<file path="src/hdl/assert_macros.svh">
// ----------------------------------------------------------------------------
// assert_macros.svh
// Assertion helpers shared by the framed packet encoder RTL.
// ----------------------------------------------------------------------------
`ifndef ASSERT_MACROS_SVH
`define ASSERT_MACROS_SVH
`ifndef SYNTHESIS
// Property must hold at every clock edge outside reset
`define CFPE_ASSERT(lbl, clk, rst_n, prop) \
    lbl: assert property (@(posedge clk) disable iff (!rst_n) prop) \
    else $error("cfpe assertion failed");
// Condition must never be true outside reset
`define CFPE_NEVER(lbl, clk, rst_n, cond) \
    lbl: assert property (@(posedge clk) disable iff (!rst_n) !(cond)) \
    else $error("cfpe forbidden condition seen");
`else
`define CFPE_ASSERT(lbl, clk, rst_n, prop)
`define CFPE_NEVER(lbl, clk, rst_n, cond)
`endif
`endif

</file>
<file path="src/hdl/cfpe_pkg.sv">
// ----------------------------------------------------------------------------
// cfpe_pkg
// Types, constants and CRC helper for the CRC-32 framed packet encoder.
// ----------------------------------------------------------------------------
`default_nettype none

package cfpe_pkg;

    // CRC-32, reflected form
    localparam logic [31:0] CRC_INIT = 32'hFFFF_FFFF;
    localparam logic [31:0] CRC_POLY = 32'hEDB8_8320;

    // Reset value of the maximum payload register
    localparam logic [15:0] MAX_PAYLOAD_RST = 16'd1024;

    // Command queue between front and back
    localparam int FIFO_DEPTH = 4;
    localparam int FIFO_AW    = $clog2(FIFO_DEPTH);

    // Byte positions within one frame as seen by the back end
    localparam logic [3:0] IDX_MAGIC0 = 4'd0;
    localparam logic [3:0] IDX_MAGIC3 = 4'd3;
    localparam logic [3:0] IDX_CHAN   = 4'd4;
    localparam logic [3:0] IDX_SEQ0   = 4'd5;
    localparam logic [3:0] IDX_SEQ1   = 4'd6;
    localparam logic [3:0] IDX_SEQ2   = 4'd7;
    localparam logic [3:0] IDX_SEQ3   = 4'd8;
    localparam logic [3:0] IDX_LEN0   = 4'd9;
    localparam logic [3:0] IDX_LEN1   = 4'd10;
    localparam logic [3:0] IDX_DATA   = 4'd11;
    localparam logic [3:0] IDX_CRC0   = 4'd12;
    localparam logic [3:0] IDX_CRC1   = 4'd13;
    localparam logic [3:0] IDX_CRC2   = 4'd14;
    localparam logic [3:0] IDX_CRC3   = 4'd15;

    // Kind of work handed from front to back
    typedef enum logic [1:0] {
        CMD_ERR   = 2'd0,
        CMD_START = 2'd1,
        CMD_DATA  = 2'd2
    } cmd_kind_t;

    typedef struct packed {
        cmd_kind_t   kind;
        logic [7:0]  data;
        logic [7:0]  chan;
        logic [31:0] seq;
        logic [15:0] len;
        logic        last;   // this payload byte closes the frame
    } cmd_t;

    // Magic bytes "VID1"
    function automatic logic [7:0] magic_byte(input logic [1:0] pos);
        logic [7:0] b;
        case (pos)
            2'd0:    b = 8'h56;
            2'd1:    b = 8'h49;
            2'd2:    b = 8'h44;
            2'd3:    b = 8'h31;
            default: b = 8'h00;
        endcase
        return b;
    endfunction

    // One byte through the reflected CRC-32
    function automatic logic [31:0] crc_feed(input logic [31:0] crc, input logic [7:0] b);
        logic [31:0] c;
        c = crc ^ {24'd0, b};
        for (int k = 0; k < 8; k++) begin
            c = (c >> 1) ^ (CRC_POLY & {32{c[0]}});
        end
        return c;
    endfunction

endpackage

`default_nettype wire

</file>
<file path="src/hdl/cfpe_front.sv">
// ----------------------------------------------------------------------------
// cfpe_front
// Accepts input items, checks frame headers and tracks the open frame.
// ----------------------------------------------------------------------------
`default_nettype none

module cfpe_front (
    input  wire logic          clk,
    input  wire logic          rst_n,
    input  wire logic          cfg_wr_en,
    input  wire logic [15:0]   cfg_wr_data,
    input  wire logic          in_valid,
    output logic               in_ready,
    input  wire logic [7:0]    data_byte,
    input  wire logic [7:0]    channel,
    input  wire logic [31:0]   sequence_req,
    input  wire logic [15:0]   length,
    input  wire logic          q_full,
    output logic               q_push,
    output cfpe_pkg::cmd_t     q_cmd
);
    import cfpe_pkg::*;

    logic [15:0] max_payload_reg;
    logic [15:0] bytes_left_reg;
    logic [15:0] bytes_left_next;
    logic        refuse;
    logic        accept;

    assign in_ready = !q_full;
    assign accept   = in_valid && !q_full;
    assign q_push   = accept;

    // Header check, only meaningful between frames
    assign refuse = (length == 16'd0) || (length > max_payload_reg) ||
                    (channel == 8'd0) || (channel > 8'd3);

    // Classify the item
    always_comb
    begin
        q_cmd.data      = data_byte;
        q_cmd.chan      = channel;
        q_cmd.seq       = sequence_req;
        q_cmd.len       = length;
        bytes_left_next = bytes_left_reg;
        if (bytes_left_reg == 16'd0)
        begin
            if (refuse)
            begin
                q_cmd.kind = CMD_ERR;
                q_cmd.last = 1'b0;
            end
            else
            begin
                q_cmd.kind      = CMD_START;
                q_cmd.last      = (length == 16'd1);
                bytes_left_next = length - 16'd1;
            end
        end
        else
        begin
            q_cmd.kind      = CMD_DATA;
            q_cmd.last      = (bytes_left_reg == 16'd1);
            bytes_left_next = bytes_left_reg - 16'd1;
        end
    end

    // Frame tracking
    always_ff @(posedge clk or negedge rst_n)
    begin
        if (!rst_n)
        begin
            bytes_left_reg <= 16'd0;
        end
        else if (accept)
        begin
            bytes_left_reg <= bytes_left_next;
        end
    end

    // Configuration register
    always_ff @(posedge clk or negedge rst_n)
    begin
        if (!rst_n)
        begin
            max_payload_reg <= MAX_PAYLOAD_RST;
        end
        else if (cfg_wr_en)
        begin
            max_payload_reg <= cfg_wr_data;
        end
    end

endmodule

`default_nettype wire

</file>
<file path="src/hdl/cfpe_fifo.sv">
// ----------------------------------------------------------------------------
// cfpe_fifo
// Short command queue between the front and back ends.
// ----------------------------------------------------------------------------
`default_nettype none
`include "assert_macros.svh"

module cfpe_fifo (
    input  wire logic          clk,
    input  wire logic          rst_n,
    input  wire logic          push,
    input  wire cfpe_pkg::cmd_t push_cmd,
    output logic               full,
    input  wire logic          pop,
    output logic               head_valid,
    output cfpe_pkg::cmd_t     head_cmd
);
    import cfpe_pkg::*;

    cmd_t               mem_reg [FIFO_DEPTH];
    logic [FIFO_AW-1:0] wr_ptr_reg;
    logic [FIFO_AW-1:0] rd_ptr_reg;
    logic [FIFO_AW:0]   count_reg;
    logic [FIFO_AW:0]   count_next;

    assign full       = (count_reg == (FIFO_AW+1)'(FIFO_DEPTH));
    assign head_valid = (count_reg != '0);
    assign head_cmd   = mem_reg[rd_ptr_reg];

    always_comb
    begin
        count_next = count_reg;
        if (push && !pop)
        begin
            count_next = count_reg + 1'b1;
        end
        else if (pop && !push)
        begin
            count_next = count_reg - 1'b1;
        end
    end

    // Pointers and fill count
    always_ff @(posedge clk or negedge rst_n)
    begin
        if (!rst_n)
        begin
            wr_ptr_reg <= '0;
            rd_ptr_reg <= '0;
            count_reg  <= '0;
        end
        else
        begin
            if (push)
            begin
                wr_ptr_reg <= wr_ptr_reg + 1'b1;
            end
            if (pop)
            begin
                rd_ptr_reg <= rd_ptr_reg + 1'b1;
            end
            count_reg <= count_next;
        end
    end

    // Storage
    always_ff @(posedge clk)
    begin
        if (push)
        begin
            mem_reg[wr_ptr_reg] <= push_cmd;
        end
    end

    `CFPE_NEVER(a_no_push_full, clk, rst_n, push && full)
    `CFPE_NEVER(a_no_pop_empty, clk, rst_n, pop && !head_valid)
    `CFPE_ASSERT(a_empty_ptrs, clk, rst_n, (count_reg == '0) |-> (wr_ptr_reg == rd_ptr_reg))

endmodule

`default_nettype wire

</file>
<file path="src/hdl/cfpe_back.sv">
// ----------------------------------------------------------------------------
// cfpe_back
// Expands queued commands into the framed byte stream and runs the CRC.
// ----------------------------------------------------------------------------
`default_nettype none
`include "assert_macros.svh"

module cfpe_back (
    input  wire logic          clk,
    input  wire logic          rst_n,
    input  wire logic          head_valid,
    input  wire cfpe_pkg::cmd_t head_cmd,
    output logic               pop,
    output logic               out_valid,
    input  wire logic          out_ready,
    output logic [7:0]         out_byte,
    output logic               last,
    output logic               error
);
    import cfpe_pkg::*;

    logic [3:0]  step_reg;
    logic [31:0] crc_reg;
    logic [31:0] crc_next;
    logic        out_valid_reg;
    logic [7:0]  out_byte_reg;
    logic        last_reg;
    logic        error_reg;

    logic        fire;
    logic        done;
    logic [3:0]  idx;
    logic [7:0]  byte_sel;
    logic [31:0] crc_fin;

    assign fire    = head_valid && (!out_valid_reg || out_ready);
    assign pop     = fire && done;
    assign crc_fin = ~crc_reg;

    // Position in the frame; continuation bytes start at the payload slot
    assign idx = (head_cmd.kind == CMD_DATA) ? (IDX_DATA + step_reg) : step_reg;

    // Byte for this position
    always_comb
    begin
        case (idx)
            IDX_CHAN: byte_sel = head_cmd.chan;
            IDX_SEQ0: byte_sel = head_cmd.seq[31:24];
            IDX_SEQ1: byte_sel = head_cmd.seq[23:16];
            IDX_SEQ2: byte_sel = head_cmd.seq[15:8];
            IDX_SEQ3: byte_sel = head_cmd.seq[7:0];
            IDX_LEN0: byte_sel = head_cmd.len[15:8];
            IDX_LEN1: byte_sel = head_cmd.len[7:0];
            IDX_DATA: byte_sel = head_cmd.data;
            IDX_CRC0: byte_sel = crc_fin[31:24];
            IDX_CRC1: byte_sel = crc_fin[23:16];
            IDX_CRC2: byte_sel = crc_fin[15:8];
            IDX_CRC3: byte_sel = crc_fin[7:0];
            default:  byte_sel = magic_byte(idx[1:0]);
        endcase
    end

    // CRC advance: restart at the first magic byte, hold over the CRC bytes
    always_comb
    begin
        if (idx == IDX_MAGIC0)
        begin
            crc_next = crc_feed(CRC_INIT, byte_sel);
        end
        else if (idx <= IDX_DATA)
        begin
            crc_next = crc_feed(crc_reg, byte_sel);
        end
        else
        begin
            crc_next = crc_reg;
        end
    end

    // End of the current command
    always_comb
    begin
        case (head_cmd.kind)
            CMD_ERR: done = 1'b1;
            default: done = (idx == IDX_CRC3) || ((idx == IDX_DATA) && !head_cmd.last);
        endcase
    end

    // Sequencer and CRC
    always_ff @(posedge clk or negedge rst_n)
    begin
        if (!rst_n)
        begin
            step_reg <= '0;
            crc_reg  <= CRC_INIT;
        end
        else if (fire)
        begin
            step_reg <= done ? 4'd0 : (step_reg + 4'd1);
            if (head_cmd.kind != CMD_ERR)
            begin
                crc_reg <= crc_next;
            end
        end
    end

    // Output register
    always_ff @(posedge clk or negedge rst_n)
    begin
        if (!rst_n)
        begin
            out_valid_reg <= 1'b0;
        end
        else if (fire)
        begin
            out_valid_reg <= 1'b1;
        end
        else if (out_ready)
        begin
            out_valid_reg <= 1'b0;
        end
    end

    always_ff @(posedge clk)
    begin
        if (fire)
        begin
            if (head_cmd.kind == CMD_ERR)
            begin
                out_byte_reg <= 8'd0;
                last_reg     <= 1'b0;
                error_reg    <= 1'b1;
            end
            else
            begin
                out_byte_reg <= byte_sel;
                last_reg     <= (idx == IDX_CRC3);
                error_reg    <= 1'b0;
            end
        end
    end

    assign out_valid = out_valid_reg;
    assign out_byte  = out_byte_reg;
    assign last      = last_reg;
    assign error     = error_reg;

    `CFPE_ASSERT(a_err_clean, clk, rst_n, (out_valid_reg && error_reg) |-> (out_byte_reg == 8'd0 && !last_reg))
    `CFPE_NEVER(a_data_step, clk, rst_n, head_valid && (head_cmd.kind == CMD_DATA) && (step_reg > 4'd4))
    `CFPE_NEVER(a_err_step, clk, rst_n, head_valid && (head_cmd.kind == CMD_ERR) && (step_reg != 4'd0))
    `CFPE_ASSERT(a_pop_step, clk, rst_n, pop |=> (step_reg == 4'd0))

endmodule

`default_nettype wire

</file>
<file path="src/hdl/crc_framed_packet_encoder_top.sv">
// ----------------------------------------------------------------------------
// crc_framed_packet_encoder_top
// Framed packet encoder: header, payload and CRC-32 on a byte stream.
// ----------------------------------------------------------------------------
// Usage:
//   Input channel (in_valid/in_ready) carries one payload byte per item with
//   the frame's channel, sequence_req and length; the header fields are used
//   only on the first byte of a frame. Output channel (out_valid/out_ready)
//   carries one framed byte per item with last and error flags.
//   cfg_wr_en/cfg_wr_data load max_payload; write only when idle.
// Path: an accepted item is written into the command queue; with the queue
//   empty, the back end takes it from there into the output register.
// Throughput: with out_ready high and a command queued, the output side
//   moves one byte per cycle. A frame of N payload bytes gives N+15 output
//   bytes; a refused header gives one. The 4-entry command queue takes
//   items at one per cycle while the back end is busy with header and CRC
//   bytes; in_ready drops only when the queue is full.
// Reset: queue empty, between frames, CRC all ones, max_payload 1024.
// Stall: with out_ready low the output byte holds, the back end waits and the
//   queue fills, after which in_ready goes low; nothing is lost.
// ----------------------------------------------------------------------------
`default_nettype none

module crc_framed_packet_encoder_top (
    input  wire logic        clk,
    input  wire logic        rst_n,
    input  wire logic        cfg_wr_en,
    input  wire logic [15:0] cfg_wr_data,
    input  wire logic        in_valid,
    output logic             in_ready,
    input  wire logic [7:0]  data_byte,
    input  wire logic [7:0]  channel,
    input  wire logic [31:0] sequence_req,
    input  wire logic [15:0] length,
    output logic             out_valid,
    input  wire logic        out_ready,
    output logic [7:0]       out_byte,
    output logic             last,
    output logic             error
);
    import cfpe_pkg::*;

    cmd_t q_cmd;
    cmd_t head_cmd;
    logic q_push;
    logic q_full;
    logic q_pop;
    logic head_valid;

    cfpe_front u_front (
        .clk          (clk),
        .rst_n        (rst_n),
        .cfg_wr_en    (cfg_wr_en),
        .cfg_wr_data  (cfg_wr_data),
        .in_valid     (in_valid),
        .in_ready     (in_ready),
        .data_byte    (data_byte),
        .channel      (channel),
        .sequence_req (sequence_req),
        .length       (length),
        .q_full       (q_full),
        .q_push       (q_push),
        .q_cmd        (q_cmd)
    );

    cfpe_fifo u_fifo (
        .clk        (clk),
        .rst_n      (rst_n),
        .push       (q_push),
        .push_cmd   (q_cmd),
        .full       (q_full),
        .pop        (q_pop),
        .head_valid (head_valid),
        .head_cmd   (head_cmd)
    );

    cfpe_back u_back (
        .clk        (clk),
        .rst_n      (rst_n),
        .head_valid (head_valid),
        .head_cmd   (head_cmd),
        .pop        (q_pop),
        .out_valid  (out_valid),
        .out_ready  (out_ready),
        .out_byte   (out_byte),
        .last       (last),
        .error      (error)
    );

endmodule

`default_nettype wire
</file>
<file path="config.mk">
export PLATFORM = sky130hd
export DESIGN_NAME = crc_framed_packet_encoder_top
export DESIGN_NICKNAME = d
export VERILOG_FILES = /design/src/hdl/cfpe_pkg.sv /design/src/hdl/cfpe_front.sv /design/src/hdl/cfpe_fifo.sv /design/src/hdl/cfpe_back.sv /design/src/hdl/crc_framed_packet_encoder_top.sv
export VERILOG_INCLUDE_DIRS = /design/src /design/src/hdl
export SDC_FILE = /design/constraint.sdc
export NUM_CORES = 1
export LEC_CHECK = 0
export BUFFER_PORTS_ARGS = -buffer_cell sky130_fd_sc_hd__buf_2
export CORE_UTILIZATION = 55
export DETAILED_ROUTE_END_ITERATION = 16
export GPL_ROUTABILITY_DRIVEN = 0
export GPL_TIMING_DRIVEN = 0
export PLACE_DENSITY = 0.81
export SYNTH_ARGS = -nofsm -noshare
export SYNTH_HDL_FRONTEND = slang
export SYNTH_HIERARCHICAL = 1
export SYNTH_SLANG_ARGS = --single-unit
</file>
<file path="constraint.sdc">
create_clock -name clk -period 14.17 [get_ports clk]
set_input_delay 2.834 -clock clk [delete_from_list [all_inputs] [get_ports clk]]
set_output_delay 2.834 -clock clk [all_outputs]
set_load 0.01 [all_outputs]
</file>
# [Word level (Yosys, flattened, before mapping)]
# Memories as Yosys holds them, arrays and structs flattened.
# Cells that the tools add are included.
[classes] add_sub_neg=8 n_lt_le_gt_ge=3 n_eq_ne=20 n_mux=20 bitwise=19 n_reduce_logical=29
[op_table] operator="XOR 31 x 32 -> 32 bit" n=16
[op_table] operator="case mux 8 bit (12 select lines)" n=1
[op_table] operator="two-way mux 32 bit" n=2
[op_table] operator="equality test 16 x 1 -> 1 bit (second input constant)" n=2
[op_table] operator="equality test 4 bit (second input constant)" n=8
[op_table] operator="logical NOT 16 bit" n=2
[op_table] operator="two-way mux 16 bit" n=2
[op_table] operator="NOT 32 bit" n=1
[op_table] operator="NOT 8 -> 32 bit" n=1
[op_table] operator="case mux 8 bit (4 select lines)" n=1
[op_table] operator="subtractor 16 x 1 -> 16 bit (second input constant)" n=2
[op_table] operator="XOR 32 x 8 -> 32 bit" n=1
[op_table] operator="equality test 4 x 3 -> 1 bit (second input constant)" n=4
[op_table] operator="greater-than comparator 16 bit" n=1
[op_table] operator="two-way mux 1 bit" n=9
[op_table] operator="greater-than comparator 8 x 2 -> 1 bit (second input constant)" n=1
[op_table] operator="logical NOT 8 bit" n=1
[op_table] operator="two-way mux 4 bit" n=2
[op_table] operator="nonzero test 2 bit" n=4
[op_table] operator="equality test 2 bit (second input constant)" n=3
[op_table] operator="logical AND 1 bit" n=6
[op_table] operator="two-way mux 3 bit" n=2
[op_table] operator="logical NOT 1 bit" n=5
[op_table] operator="logical OR 1 bit" n=5
[op_table] operator="other kinds (15)" n=17
[word_totals] reg_bits=86 ram_bits=268 out_inout_bits=12 word_cells=111 memories=1
[memory_table] memory="u_fifo.mem_reg" depth=4 word_bits=67 read_ports=1 rd_clocked_by_memory_dff=0 write_ports=1 line_no="cfpe_fifo.sv:20" text="cmd_t mem_reg [FIFO_DEPTH];"

# [Logic depth before layout (Yosys ltp)]
# An unclocked memory read counts as a cell.
[depth] depth_word=17 mapped_depth=20 depth_no_buf=17

# [Cells and area by module]
# The synthesis kept the hierarchy.
[by_module_without_submodules] module="cfpe_fifo" instances=1 cells_each=385 area_each_um2=10070.9 seq_area_each_um2=8222.9
[by_module_without_submodules] module="cfpe_back" instances=1 cells_each=481 area_each_um2=4505.6 seq_area_each_um2=1266.2
[by_module_without_submodules] module="cfpe_front" instances=1 cells_each=350 area_each_um2=2915.3 seq_area_each_um2=802.0

# [Worst setup path after synthesis]
# OpenSTA, ideal clock, no wires.
[synth_path] path_kind="input to register" start="in in_valid" end="mem u_fifo/mem_reg[0][0] (netlist bit), enable pin" arrival_time_ns=4.805 path_slack_ns=8.932 cell_stages=3 path_buffers=0 path_cell_list="nand2_1 > inv_1 > and2_1"
[synth_between] elab_chain_len=3
[synth_rtl] item="start: declaration" line_no="crc_framed_packet_encoder_top.sv:29" text="input wire logic in_valid,"
[synth_rtl] item="logical AND 1 bit" line_no="cfpe_front.sv:31" text="assign accept = in_valid && !q_full;"
[synth_rtl] item="named net q_push" line_no="crc_framed_packet_encoder_top.sv:45" text="logic q_push;"
[synth_rtl] item="two-way mux 1 bit" line_no="cfpe_fifo.sv:69" text="if (push)"
[synth_rtl] item="two-way mux 1 bit (implied by the code)" line_no="cfpe_fifo.sv:71" text="mem_reg[wr_ptr_reg] <= push_cmd;"
[synth_rtl] item="end: declaration" line_no="cfpe_fifo.sv:20"
# The timed path passes the listed nets, and every way through them passes these cells.

==> results by group <==
Timing
  – Final Critical Period: approximately 6.6 ns
  – Number of hold violations in the final report: 0
  – Final Cycle Share: between 40% and 50%
  – Max-Slew Margin vs Limit: between 30% and 40%
  – Pins Over Slew Limit: 0
  – Worst clock skew: around 0.020 ns
  – Unrepaired setup endpoints after global routing: no
  – Final setup violation count: 0
  – Actual transition at the worst max-transition pin: around 0.93 ns
  – Final TNS setup: 0 ns
  – Highest attainable clock frequency: between 0.15 and 0.2 GHz

Final layout
  – Number of inserted filler cells in the final layout: between 2,000 and 2,500
  – Area growth from synthesis to final layout: 11.8%
  – Ratio of cells with drive above 1 in the final layout: between 20 and 30%
  – Footprint of the flip-flops and latches: approximately 10,000 um^2
  – Total area of multi-input combinational cells: roughly 6200 um^2
  – Final Util: 63.3%
  – Diodes inserted: 0
  – Flip-flop count of the largest register after layout: about 270
  – Final instance area: slightly below 20,000 um^2
  – Net total in the final layout: ~1,400

Route
  – Number of remaining DRC errors: 0
  – Number of routed nets with antenna violations: 0
  – Routed length per placed instance: between 20 and 25 um
  – DR vias/cell: roughly 6.3
  – Drt first-iter violations: between 1,000 and 1,500
  – DR pass1 iterations: 5
  – Routed wire length: about 40,000 um
  – Via count of the routed design: between 10,000 and 15,000

Placed design
  – Area after detailed placement: around 18,000 um^2
  – Dpl hpwl: between 20,000 and 30,000 um
  – Number of port buffers: between 50 and 60

Global route
  – Global-route wire length before repair: between 60,000 and 70,000 um
  – Maximum number of pins on one net before global-route repair: 67
  – GR Layer Usage met2: 41.3%
  – Vias in the first global route: roughly 11,000
  – Layer with the highest usage: met2
  – Antenna violations before repair: 0
  – M1 GR Usage: around a third
  – Remaining Overflow, GRT: 0
  – Global routing met3 resource utilization: 5.34%
  – Overall Global Routing Usage: around 26%

Critical path
  – Worst Path Max Fanout: 10
  – Worst Path Class, Setup: flop to flop
  – Type of element capturing the critical path: flop
  – Critical Path, Cell by Cell: buf_6, buf_12, mux4_2, nand2b_4, o21ai_0, inv_1, ha_1, clkbuf_1, clkbuf_1, a222oi_1, a21oi_1, a221oi_4, mux2i_1, xnor2_1, mux2_2, o21ai_1, xor2_1, o21ai_1
  – Family with the most delay on the worst path: compound AO/OA/AOI/OAI gates
  – Required time of the worst setup path: 14.60 ns
  – Endpoint arrival time on the critical path: 6.99 ns
  – Slowest stage delay, CP: 0.69 ns
  – Category of the worst setup path launch point: flop
  – Total buffers and inverters traversed by the critical path: 5
  – Critical Path Slowest Stage Cell: sky130_fd_sc_hd__a222oi_1

Flow run
  – Maxcap violations: 0

Clocking
  – TritonCTS clock tree: built
  – Clk buf depth: 3
  – Number of instances resized during post-cts repair: 0
  – Clock transition at the registers of the reported paths: roughly 0.06 ns
  – Post-CTS Hold Buffers: 0
  – Root buffer cell: sky130_fd_sc_hd__clkbuf_16
  – Number of buffers inserted during clock tree synthesis: 37
  – Number of H-tree branching levels: 2
  – Sinks on Clock Net: roughly 350
  – Number of setup buffers added after CTS: 0
  – Later-pin clock latency in the skew report: approximately 0.53 ns

Synth
  – Most frequently used cell type in the post-synthesis netlist: sky130_fd_sc_hd__edfxtp_1
  – Yosys Warn Count: 6
  – Post-Synthesis Net Count: approximately 1,300
  – Unique masters post-synth: a little under 100
  – Area of the mapped netlist: ~17,000 um^2
  – Post-synthesis sequential area ratio: 58.8%
  – FF+latch count, synth: between 300 and 400
  – Count of mapped cells out of synthesis: about 1,200
  – Top FF cell, synth: sky130_fd_sc_hd__edfxtp_1
  – Async S/R FF share, synth: 21.5%
  – Cell taking the most area after synthesis: sky130_fd_sc_hd__edfxtp_1
  – Synth top area share: 47.7%
  – Synth top cells by count: 278 x sky130_fd_sc_hd__edfxtp_1, 91 x sky130_fd_sc_hd__nand2_1, 72 x sky130_fd_sc_hd__xnor2_1
  – Top cells by area in the synthesized netlist: sky130_fd_sc_hd__edfxtp_1 48%, sky130_fd_sc_hd__mux4_2 8.6%, sky130_fd_sc_hd__dfrtp_1 6.2%
  – Mapped Avg Cell Area: roughly 14 um^2
  – Count of flip-flops with a built-in enable after synthesis: ~280

Floorplanning
  – Die Y-Extent: 180 um
  – Overall die area: 32,500 um^2
  – Starting density of the core: around 57%
  – Number of cell rows: 64
  – Horiz. Die Dim: 180 um
  – Area inside the core boundary: approximately 30,000 um^2
  – Number of top-level pins: between 90 and 100

Hold path
  – Classification of the worst-slack hold path: flop to flop

Outcome
  – Run status: finished clean
-- path summary, 6_finish.rpt --
check | startpoint | to | slack (ns) | cells after the start
worst max-delay path | u_fifo/rd_ptr_reg[0]$_DFFE_PN0P_ | u_back/crc_reg[2]$_DFFE_PN1P_ | 7.61 | 18
worst min-delay path | u_back/crc_reg[31]$_DFFE_PN1P_ | u_back/crc_reg[31]$_DFFE_PN1P_ | 0.49 | 2
worst max register to register | u_fifo/rd_ptr_reg[0]$_DFFE_PN0P_ | u_back/crc_reg[2]$_DFFE_PN1P_ | 7.61 | 18
worst min register to register | u_back/crc_reg[31]$_DFFE_PN1P_ | u_back/crc_reg[31]$_DFFE_PN1P_ | 0.49 | 2
max in group asynchronous | rst_n | u_back/crc_reg[1]$_DFFE_PN1P_ | 11.37 | 2
min in group asynchronous | rst_n | u_front/max_payload_reg[0]$_DFFE_PN0P_ | 2.15 | 1
-- layer usage --
layer	vias up	routed length (um)
li1	4759	-
met1	5446	16100
met2	631	19700
met3	108	3730
met4	0	1420
met5	-	0
-- cell families after synthesis --
| family | after synthesis | synth area share (%) |
|---|---|---|
| AOI/OAI and AO/OA | 200 | 8.30 |
| xor gates and xnor gates | 129 | 7.68 |
| adders and majority gates | 35 | 2.55 |
| buffers and inverters | 163 | 5.57 |
| DFF | 354 | 58.8 |
| muxes | 78 | 9.38 |
| and+or+nand+nor | 257 | 7.69 |
-- placed cells by master, fill, tap and decap left out, types with 5 or more instances in the layout --
cell / count
sky130_fd_sc_hd__buf_16: 5
sky130_fd_sc_hd__or3_1: 8
sky130_fd_sc_hd__dfstp_2: 33
sky130_fd_sc_hd__mux4_2: 67
sky130_fd_sc_hd__nor2b_1: 6
sky130_fd_sc_hd__o22ai_1: 15
sky130_fd_sc_hd__ha_1: 34
sky130_fd_sc_hd__inv_1: 46
sky130_fd_sc_hd__clkbuf_16: 38
sky130_fd_sc_hd__mux2_2: 8
sky130_fd_sc_hd__nor4_1: 16
sky130_fd_sc_hd__o21ai_0: 52
sky130_fd_sc_hd__a222oi_1: 7
sky130_fd_sc_hd__buf_2: 67
sky130_fd_sc_hd__nor2_1: 46
sky130_fd_sc_hd__buf_4: 71
sky130_fd_sc_hd__a31oi_1: 7
sky130_fd_sc_hd__nor3_1: 18
sky130_fd_sc_hd__nand4_1: 6
sky130_fd_sc_hd__clkinv_1: 10
sky130_fd_sc_hd__a21oi_1: 26
sky130_fd_sc_hd__o31ai_1: 5
sky130_fd_sc_hd__buf_6: 7
sky130_fd_sc_hd__o21ai_1: 10
sky130_fd_sc_hd__edfxtp_1: 278
sky130_fd_sc_hd__xnor2_2: 5
sky130_fd_sc_hd__dfrtp_1: 43
sky130_fd_sc_hd__xor2_1: 40
sky130_fd_sc_hd__nand3_1: 21
sky130_fd_sc_hd__o211ai_1: 6
sky130_fd_sc_hd__xnor2_1: 72
sky130_fd_sc_hd__clkbuf_1: 34
sky130_fd_sc_hd__nand2_1: 91
sky130_fd_sc_hd__a22oi_1: 19
-- metrics by stage --
stage | cells | setup WS (ns) | hold slack (ns)
CTS | 1740 | 7.74 | 0.490
floorplan | 1216 | 8.93 | 0.449
global route | 1740 | 7.30 | 0.506
global placement | 1668 | 7.52 | 0.465
detailed placement | 1673 | 7.86 | 0.478
finish | 1740 | 7.61 | 0.486
-- final cells by class --
| class | instances | area share, % |
|---|---|---|
| Inverter | 47 | 0.902 |
| Buffer | 116 | 4.08 |
| Clock buffer | 47 | 5.03 |
| Clock inverter | 20 | 0.800 |
| Multi-Input combinational cell | 699 | 31.9 |
| Sequential cell | 354 | 52.6 |
| Tap cell | 396 | 2.53 |
| Timing Repair Buffer | 61 | 2.15 |
-- worst min-delay path: cells and delay by family (launching register included) --
family	cells	cell delay, ns
simple gates	2	0.10
flops	1	0.38
Power is left out: the tool's default activity adds up to more than one toggle a clock period on the data nets, which glitch-free logic cannot reach.
